===== config.mk =====
export PLATFORM = sky130hd
export DESIGN_NAME = line_framer_crc8_suffix_check_top
export DESIGN_NICKNAME = d
export VERILOG_FILES = /design/src/rtl/lfc8_pkg.sv /design/src/rtl/line_framer_crc8_suffix_check_top.sv /design/src/rtl/lfc8_ram.sv /design/src/rtl/lfc8_ctrl.sv /design/src/rtl/lfc8_dp.sv
export SDC_FILE = /design/constraint.sdc
export NUM_CORES = 1
export LEC_CHECK = 0
export ABC_AREA = 0
export BUFFER_PORTS_ARGS = -buffer_cell sky130_fd_sc_hd__buf_2
export CAP_MARGIN = 20
export CORE_ASPECT_RATIO = 2
export CORE_UTILIZATION = 54
export DETAILED_ROUTE_END_ITERATION = 12
export HOLD_SLACK_MARGIN = 0.1
export PLACE_DENSITY_LB_ADDON = 0.08
export SYNTH_ARGS = -nofsm -noshare
export SYNTH_HDL_FRONTEND = slang
export SYNTH_SLANG_ARGS = --single-unit

===== constraint.sdc =====
create_clock -name clk -period 3.9 [get_ports clk]
set_input_delay 0.585 -clock clk [delete_from_list [all_inputs] [get_ports clk]]
set_output_delay 0.585 -clock clk [all_outputs]
set_load 0.01 [all_outputs]

===== src/rtl/lfc8_pkg.sv =====
package lfc8_pkg;

    // Line store geometry
    localparam int LINE_STORE_BYTES = 64;
    localparam int STORE_DEPTH      = LINE_STORE_BYTES - 1;
    localparam int FILL_W           = $clog2(LINE_STORE_BYTES);
    localparam int ADDR_W           = $clog2(STORE_DEPTH);

    localparam logic [7:0] CRC_POLY  = 8'h07;
    localparam logic [7:0] CRC_INIT  = 8'h00;
    localparam logic [7:0] CHAR_STAR = 8'h2A;
    localparam logic [7:0] CHAR_LF   = 8'h0A;
    localparam logic [7:0] CHAR_CR   = 8'h0D;

    localparam logic [1:0] STATUS_NONE     = 2'd0;
    localparam logic [1:0] STATUS_MATCH    = 2'd1;
    localparam logic [1:0] STATUS_MISMATCH = 2'd2;

    typedef enum logic [2:0] {
        ST_IDLE,
        ST_CHECK,
        ST_CRC_RD,
        ST_CRC_UPD,
        ST_JUDGE,
        ST_PUT_EMPTY,
        ST_EMIT_RD,
        ST_EMIT_LD
    } state_t;

    typedef struct packed {
        logic store;
        logic start_line;
        logic crc_step;
        logic idx_inc;
        logic judge;
        logic load_empty;
        logic load_data;
    } cmd_t;

    typedef struct packed {
        logic is_term;
        logic fill_zero;
        logic has_sfx;
        logic len_zero;
        logic idx_last;
        logic mismatch;
        logic out_free;
    } sts_t;

    // One byte of CRC-8, MSB first
    function automatic logic [7:0] crc8_byte(input logic [7:0] crc, input logic [7:0] data);
        logic [7:0] c;
        c = crc ^ data;
        for (int b = 0; b < 8; b++) begin
            if (c[7])
                c = {c[6:0], 1'b0} ^ CRC_POLY;
            else
                c = {c[6:0], 1'b0};
        end
        return c;
    endfunction

    // {valid, nibble}
    function automatic logic [4:0] hex_decode(input logic [7:0] ch);
        logic [7:0] d;
        logic [4:0] r;
        d = 8'h00;
        r = 5'h00;
        if (ch >= 8'h30 && ch <= 8'h39) begin
            d = ch - 8'h30;
            r = {1'b1, d[3:0]};
        end else if (ch >= 8'h41 && ch <= 8'h46) begin
            d = ch - 8'h37;
            r = {1'b1, d[3:0]};
        end else if (ch >= 8'h61 && ch <= 8'h66) begin
            d = ch - 8'h57;
            r = {1'b1, d[3:0]};
        end
        return r;
    endfunction

endpackage


===== src/rtl/line_framer_crc8_suffix_check_top.sv =====
// Line framer with CRC-8 suffix check.
// Input channel (in_valid/in_ready, rx_byte): one received byte per request.
// Ordinary bytes are written to a 63-entry line store, one per cycle; bytes
// past a full store are dropped. CR or LF closes a non-empty line.
// Output channel (out_valid/out_ready): one request per stored payload byte,
// with last on the final one, or a single request with has_data low when the
// line is empty after stripping or its checksum fails (status 2).
// Steps per closed line, from the terminator: a check of the "*XX" suffix,
// then, when a suffix and payload bytes are present, a CRC walk over the
// payload (RAM read, then a byte-wide CRC update, for each byte), a judge
// step, then a RAM read and an output load for each emitted byte, or a
// lone has_data-low request. The store has a single read port; receiver
// stalls hold the output loads.
// in_ready is low from the terminator until the last result is loaded.
// The last result of a line sits in the output register; while it waits, new line
// bytes are still taken. A receiver stall holds the emit step in place.
// Reset clears the fill count, the mismatch counter and the output valid;
// the store contents are not cleared and need no clearing pass.
module line_framer_crc8_suffix_check_top (
    input  logic        clk,
    input  logic        rst_n,
    input  logic        in_valid,
    output logic        in_ready,
    input  logic [7:0]  rx_byte,
    output logic        out_valid,
    input  logic        out_ready,
    output logic [7:0]  data_byte,
    output logic        has_data,
    output logic        last,
    output logic [1:0]  status,
    output logic [15:0] error_total
);
    import lfc8_pkg::*;

    cmd_t cmd;
    sts_t sts;

    // sequencing: accept, suffix check, CRC walk, judge, emit
    lfc8_ctrl u_ctrl (
        .clk      (clk),
        .rst_n    (rst_n),
        .in_valid (in_valid),
        .in_ready (in_ready),
        .sts      (sts),
        .cmd      (cmd)
    );

    // line store, CRC, counters and output register
    lfc8_dp u_dp (
        .clk         (clk),
        .rst_n       (rst_n),
        .rx_byte     (rx_byte),
        .cmd         (cmd),
        .sts         (sts),
        .out_valid   (out_valid),
        .out_ready   (out_ready),
        .data_byte   (data_byte),
        .has_data    (has_data),
        .last        (last),
        .status      (status),
        .error_total (error_total)
    );

endmodule


===== src/rtl/lfc8_ram.sv =====
module lfc8_ram #(
    parameter int WIDTH = 8,
    parameter int DEPTH = 63
) (
    input  logic                     clk,
    input  logic                     we,
    input  logic [$clog2(DEPTH)-1:0] waddr,
    input  logic [WIDTH-1:0]         wdata,
    input  logic [$clog2(DEPTH)-1:0] raddr,
    output logic [WIDTH-1:0]         rdata
);

    logic [WIDTH-1:0] mem [DEPTH];
    logic [WIDTH-1:0] rdata_reg;

    always_ff @(posedge clk)
    begin
        if (we)
            mem[waddr] <= wdata;
        rdata_reg <= mem[raddr];
    end

    assign rdata = rdata_reg;

endmodule


===== src/rtl/lfc8_ctrl.sv =====
module lfc8_ctrl (
    input  logic          clk,
    input  logic          rst_n,
    input  logic          in_valid,
    output logic          in_ready,
    input  lfc8_pkg::sts_t sts,
    output lfc8_pkg::cmd_t cmd
);
    import lfc8_pkg::*;

    state_t state_reg, state_next;

    always_ff @(posedge clk or negedge rst_n)
    begin
        if (!rst_n)
            state_reg <= ST_IDLE;
        else
            state_reg <= state_next;
    end

    always_comb
    begin
        state_next = state_reg;
        cmd        = '0;
        in_ready   = 1'b0;
        unique case (state_reg)
            ST_IDLE:
            begin
                in_ready = 1'b1;
                if (in_valid) begin
                    if (!sts.is_term) begin
                        cmd.store = 1'b1;
                    end else if (!sts.fill_zero) begin
                        cmd.start_line = 1'b1;
                        state_next     = ST_CHECK;
                    end
                end
            end
            ST_CHECK:
            begin
                if (sts.has_sfx && !sts.len_zero)
                    state_next = ST_CRC_RD;
                else
                    state_next = ST_JUDGE;
            end
            ST_CRC_RD:
                state_next = ST_CRC_UPD;
            ST_CRC_UPD:
            begin
                cmd.crc_step = 1'b1;
                if (sts.idx_last) begin
                    state_next = ST_JUDGE;
                end else begin
                    cmd.idx_inc = 1'b1;
                    state_next  = ST_CRC_RD;
                end
            end
            ST_JUDGE:
            begin
                cmd.judge = 1'b1;
                if (sts.mismatch || sts.len_zero)
                    state_next = ST_PUT_EMPTY;
                else
                    state_next = ST_EMIT_RD;
            end
            ST_PUT_EMPTY:
            begin
                if (sts.out_free) begin
                    cmd.load_empty = 1'b1;
                    state_next     = ST_IDLE;
                end
            end
            ST_EMIT_RD:
                state_next = ST_EMIT_LD;
            ST_EMIT_LD:
            begin
                if (sts.out_free) begin
                    cmd.load_data = 1'b1;
                    if (sts.idx_last) begin
                        state_next = ST_IDLE;
                    end else begin
                        cmd.idx_inc = 1'b1;
                        state_next  = ST_EMIT_RD;
                    end
                end
            end
            default:
                state_next = ST_IDLE;
        endcase
    end

endmodule


===== src/rtl/lfc8_dp.sv =====
module lfc8_dp (
    input  logic           clk,
    input  logic           rst_n,
    input  logic [7:0]     rx_byte,
    input  lfc8_pkg::cmd_t cmd,
    output lfc8_pkg::sts_t sts,
    output logic           out_valid,
    input  logic           out_ready,
    output logic [7:0]     data_byte,
    output logic           has_data,
    output logic           last,
    output logic [1:0]     status,
    output logic [15:0]    error_total
);
    import lfc8_pkg::*;

    // control state
    logic [FILL_W-1:0] fill_reg, fill_next;
    logic [15:0]       count_reg, count_next;
    logic              out_valid_reg, out_valid_next;

    // payload state
    logic [7:0]        tail0_reg, tail1_reg, tail2_reg;
    logic [FILL_W-1:0] len_reg, idx_reg;
    logic [7:0]        crc_reg, expect_reg;
    logic [1:0]        line_status_reg;
    logic [7:0]        data_byte_reg;
    logic              has_data_reg, last_reg;
    logic [1:0]        status_reg;
    logic [15:0]       error_total_reg;

    logic [7:0]        rdata;
    logic              store_en;
    logic [4:0]        hex_hi, hex_lo;
    logic              sfx_found;
    logic              mism;

    assign store_en  = cmd.store && (fill_reg < FILL_W'(STORE_DEPTH));
    assign hex_hi    = hex_decode(tail1_reg);
    assign hex_lo    = hex_decode(tail0_reg);
    assign sfx_found = (fill_reg >= FILL_W'(3)) && (tail2_reg == CHAR_STAR)
                       && hex_hi[4] && hex_lo[4];
    assign mism      = (line_status_reg == STATUS_MATCH) && (crc_reg != expect_reg);

    lfc8_ram #(
        .WIDTH (8),
        .DEPTH (STORE_DEPTH)
    ) u_store (
        .clk   (clk),
        .we    (store_en),
        .waddr (fill_reg[ADDR_W-1:0]),
        .wdata (rx_byte),
        .raddr (idx_reg[ADDR_W-1:0]),
        .rdata (rdata)
    );

    always_comb
    begin
        sts.is_term   = (rx_byte == CHAR_LF) || (rx_byte == CHAR_CR);
        sts.fill_zero = (fill_reg == '0);
        sts.has_sfx   = (line_status_reg == STATUS_MATCH);
        sts.len_zero  = (len_reg == '0);
        sts.idx_last  = (({1'b0, idx_reg} + 1'b1) == {1'b0, len_reg});
        sts.mismatch  = mism;
        sts.out_free  = !out_valid_reg || out_ready;
    end

    always_comb
    begin
        fill_next = fill_reg;
        if (store_en)
            fill_next = fill_reg + 1'b1;
        else if (cmd.start_line)
            fill_next = '0;

        count_next = count_reg;
        if (cmd.judge && mism)
            count_next = count_reg + 1'b1;

        out_valid_next = out_valid_reg;
        if (cmd.load_empty || cmd.load_data)
            out_valid_next = 1'b1;
        else if (out_ready)
            out_valid_next = 1'b0;
    end

    always_ff @(posedge clk or negedge rst_n)
    begin
        if (!rst_n) begin
            fill_reg      <= '0;
            count_reg     <= '0;
            out_valid_reg <= 1'b0;
        end else begin
            fill_reg      <= fill_next;
            count_reg     <= count_next;
            out_valid_reg <= out_valid_next;
        end
    end

    always_ff @(posedge clk)
    begin
        // last three stored bytes, for the suffix check
        if (store_en) begin
            tail0_reg <= rx_byte;
            tail1_reg <= tail0_reg;
            tail2_reg <= tail1_reg;
        end

        if (cmd.start_line) begin
            idx_reg    <= '0;
            crc_reg    <= CRC_INIT;
            expect_reg <= {hex_hi[3:0], hex_lo[3:0]};
            if (sfx_found) begin
                len_reg         <= fill_reg - FILL_W'(3);
                line_status_reg <= STATUS_MATCH;
            end else begin
                len_reg         <= fill_reg;
                line_status_reg <= STATUS_NONE;
            end
        end

        if (cmd.crc_step)
            crc_reg <= crc8_byte(crc_reg, rdata);

        if (cmd.judge) begin
            idx_reg <= '0;
            if (mism)
                line_status_reg <= STATUS_MISMATCH;
        end else if (cmd.idx_inc) begin
            idx_reg <= idx_reg + 1'b1;
        end

        if (cmd.load_empty) begin
            data_byte_reg   <= 8'h00;
            has_data_reg    <= 1'b0;
            last_reg        <= 1'b1;
            status_reg      <= line_status_reg;
            error_total_reg <= count_reg;
        end else if (cmd.load_data) begin
            data_byte_reg   <= rdata;
            has_data_reg    <= 1'b1;
            last_reg        <= sts.idx_last;
            status_reg      <= line_status_reg;
            error_total_reg <= count_reg;
        end
    end

    assign out_valid   = out_valid_reg;
    assign data_byte   = data_byte_reg;
    assign has_data    = has_data_reg;
    assign last        = last_reg;
    assign status      = status_reg;
    assign error_total = error_total_reg;

endmodule

==> impl_metrics.toml <==
[critical_path]
worstSetupPathType = "flop to flop"
regToRegStartpoint = "u_dp.idx_reg[0]"
cp.arrival_ns = 3.36
path_max_fanout = 40
critPathLaunchType = "flop"
r2r_slack_ns = 0.98
worstReg2RegEnd = "u_dp.u_store.rdata[4]"
reg2reg_depth = 5
worstPathRequired_ns = 4.34
worstSetupEndpointType = "flop"

[clocking]
cts_buffer_depth = 3
postCtsSetupRepairBufs = 0
clkLatencyLatePin_ns = 0.58
cts_tree = "done"
clkTransAtPathRegs_ns = 0.07
numClockSinks = 620
cts_buffers = 51
cts_max_level = 2
root_buffer = "clkbuf_16"

[worst_hold_path]
whs_endpoint = "u_dp.out_valid"
hp-class = "input pin to flop"
min_path_cells = 3
hold_start = "out_ready"

[timing]
setup_viol = 0
relSlewSlack_pct = 37.5
tightest_slew_ns = 0.924
period_share_pct = 74.8
post-route-min-period_ns = 2.92
finalSetupTns_ns = 0
hold_viol_final = 0
timing.final.ws_setup_ns = 0.981
rsz0062_at_grt = "false"
fin_worst_skew_ns = 0.0264
finalMaxSlewViolations = 0
max_freq_ghz = 0.343

[cells_and_area]
fin_util_pct = 60.9
final_nets = 1454
largest_reg_flops = 504
fillers = 3292
drive_above_1_share_pct = 19.7
syn_to_final_growth_pct = 10.7
layout.cells.non_filler = 2031
antennaDiodeCount = 0

[detailed_routing]
ant_nets = 0
dr.pass1.iters = 5
vias = 12500
routed_wl_um = 57200
wire_per_inst_um = 28.2
viasPerCell = 6.14
first_iter_violations = 1093
drc_errors = 0

[run]
maxCapViolCount = 0

[power_and_ir_drop]
p_per_area_nw_per_um2 = 659
intPower_mw = 12.8
peakVddDrop_mv = 0.374
p_switching_mw = 5.34
static-leakage-power_nw = 8.97
swShare_pct = 29.5
clkPwrFrac_pct = 30.5
p_seq_share_pct = 44.2
combPwrFrac_pct = 25.2
fin_total_pwr_mw = 18.1

[synthesis]
synth.avg_cell_area_um2 = 18.1
synthDistinctLibCells = 64
synth-edff-count = 568
syn_nets = 1395
netlist_instances = 1371
synth_most_common_cell = "edfxtp_1"
synth-seq-cells = 620
synthArstFlopShare_pct = 4.19
synth.area.top_cells = "edfxtp_1 (69%), mux4_2 (10%), dfrtp_1 (2.6%)"
ys_seq_area_share_pct = 73.4
synth_commonest_cells = "edfxtp_1 (568), mux4_2 (113), nor2_1 (93)"
synth_area_um2 = 24800
yosysWarnings = 0
synth_top_cell_area_share_pct = 68.7
synth_top_area_cell = "edfxtp_1"
ys.flop_type = "edfxtp_1"

[die]
dieArea_um2 = 46900
start_util_pct = 55.0
fp.dieH_um = 305
io_pins = 42
die_w_um = 154
rows = 110
core_region_area_um2 = 45100

[global_routing]
antenna_found_initial = 1
overflow = 0
grt_usage_pct = 25.3
grt_pass1_wl_um = 85300
grt_pass1_vias = 13200
grt_start_max_net_pins = 66

[place]
place_ws_ns = 0.420
place.gp.congestion = 0.859
placed_cells = 1934
numPortBuffers = 41
dp_hpwl_um = 38400

[run_status]
status = "completed"
power groups by stage:
| stage | Clock (mW) | Combinational (mW) | Sequential [mW] |
|---|---|---|---|
| 5_1_grt | 5.85 | 4.87 | 8.04 |
| 4_1_cts | 5.63 | 4.62 | 8.01 |
| 2_1_floorplan | 0 | 3.35 | 7.87 |
| 3_3_place_gp | 0 | 4.58 | 8.16 |
| 6_report | 5.53 | 4.57 | 8.01 |
| 3_5_place_dp | 0 | 4.61 | 8.16 |
per-layer routing:
metal / global-route usage [%] / routed length (um)
met1: 28.3 / 20100
met2: 46.1 / 31100
met3: 2.72 / 2200
met4: 15.4 / 3740
met5: 0 / 17
what timing repair did:
item / 4_1_cts / 5_1_grt
hold buffers: 1 / 0
resized for setup: 0 / 0
hold endpoints to repair: 26 / 0
cell families after synthesis:
| logic type | share of synthesized area (%) |
|---|---|
| buf+inv | 1.83 |
| xor+xnor | 2.12 |
| simple gates | 5.08 |
| flops | 73.4 |
| fa+ha+maj | 0.605 |
| compound gates | 4.16 |
| mux | 12.8 |
worst max-delay path by stage:
| stage | startpoint | to | slack [ns] | cells after the start |
|---|---|---|---|---|
| 2_1_floorplan | rx_byte[0] | u_dp.u_store.mem[54][0] | 0.67 | 6 |
| 3_3_place_gp | rx_byte[0] | u_dp.u_store.mem[45][3] | 0.50 | 8 |
| 3_5_place_dp | rx_byte[0] | u_dp.u_store.mem[40][4] | 0.42 | 6 |
| 4_1_cts | u_dp.idx_reg[0] | u_dp.u_store.rdata[4] | 1.01 | 5 |
| 5_1_grt | u_dp.fill_reg[0] | u_dp.u_store.mem[38][3] | 0.83 | 8 |
| 6_report | u_dp.idx_reg[0] | u_dp.u_store.rdata[4] | 0.98 | 5 |
worst max-delay path: stages (launching register included):
cell and delay, ns:
dfxtp_4 0.67, buf_12 0.35, mux4_2 0.55, mux2i_1 0.60, a211oi_1 0.18, o32a_1 0.39
layout make-up:
class | count | area (um2) | share of cell area (%)
Tap cell | 560 | 701 | 2.55
Clock inverter | 39 | 513 | 1.87
Sequential cell | 620 | 18200 | 66.4
Timing Repair Buffer | 76 | 515 | 1.88
Inverter | 19 | 71.3 | 0.260
Clock buffer | 55 | 1290 | 4.70
Multi-Input combinational cell | 662 | 6140 | 22.4
through the flow:
stage | hold slack, ns | instance area, um2
after global placement | 0.431 | 25700
after global routing | 0.349 | 27500
after CTS | 0.318 | 27500
after floorplan | 0.289 | 24800
after detailed placement | 0.439 | 25700
final | 0.340 | 27500
placed cells by master, fill, tap and decap left out, types with 8 or more instances in the layout:
cell type,count
dfrtp_1,26
mux2i_1,40
a211oi_1,12
mux4_2,113
nor2b_1,13
dfxtp_1,23
a22oi_1,21
clkbuf_16,51
buf_4,28
xnor2_1,54
o211ai_1,8
edfxtp_1,568
nand3_1,34
bufinv_16,12
clkinv_2,14
nor2_1,93
nand2_1,78
o21ai_0,43
a21oi_1,28
inv_1,17
and3_1,11
ha_1,12
buf_2,41
and2_1,10
Note: power is estimated with default switching activity, not from simulation.
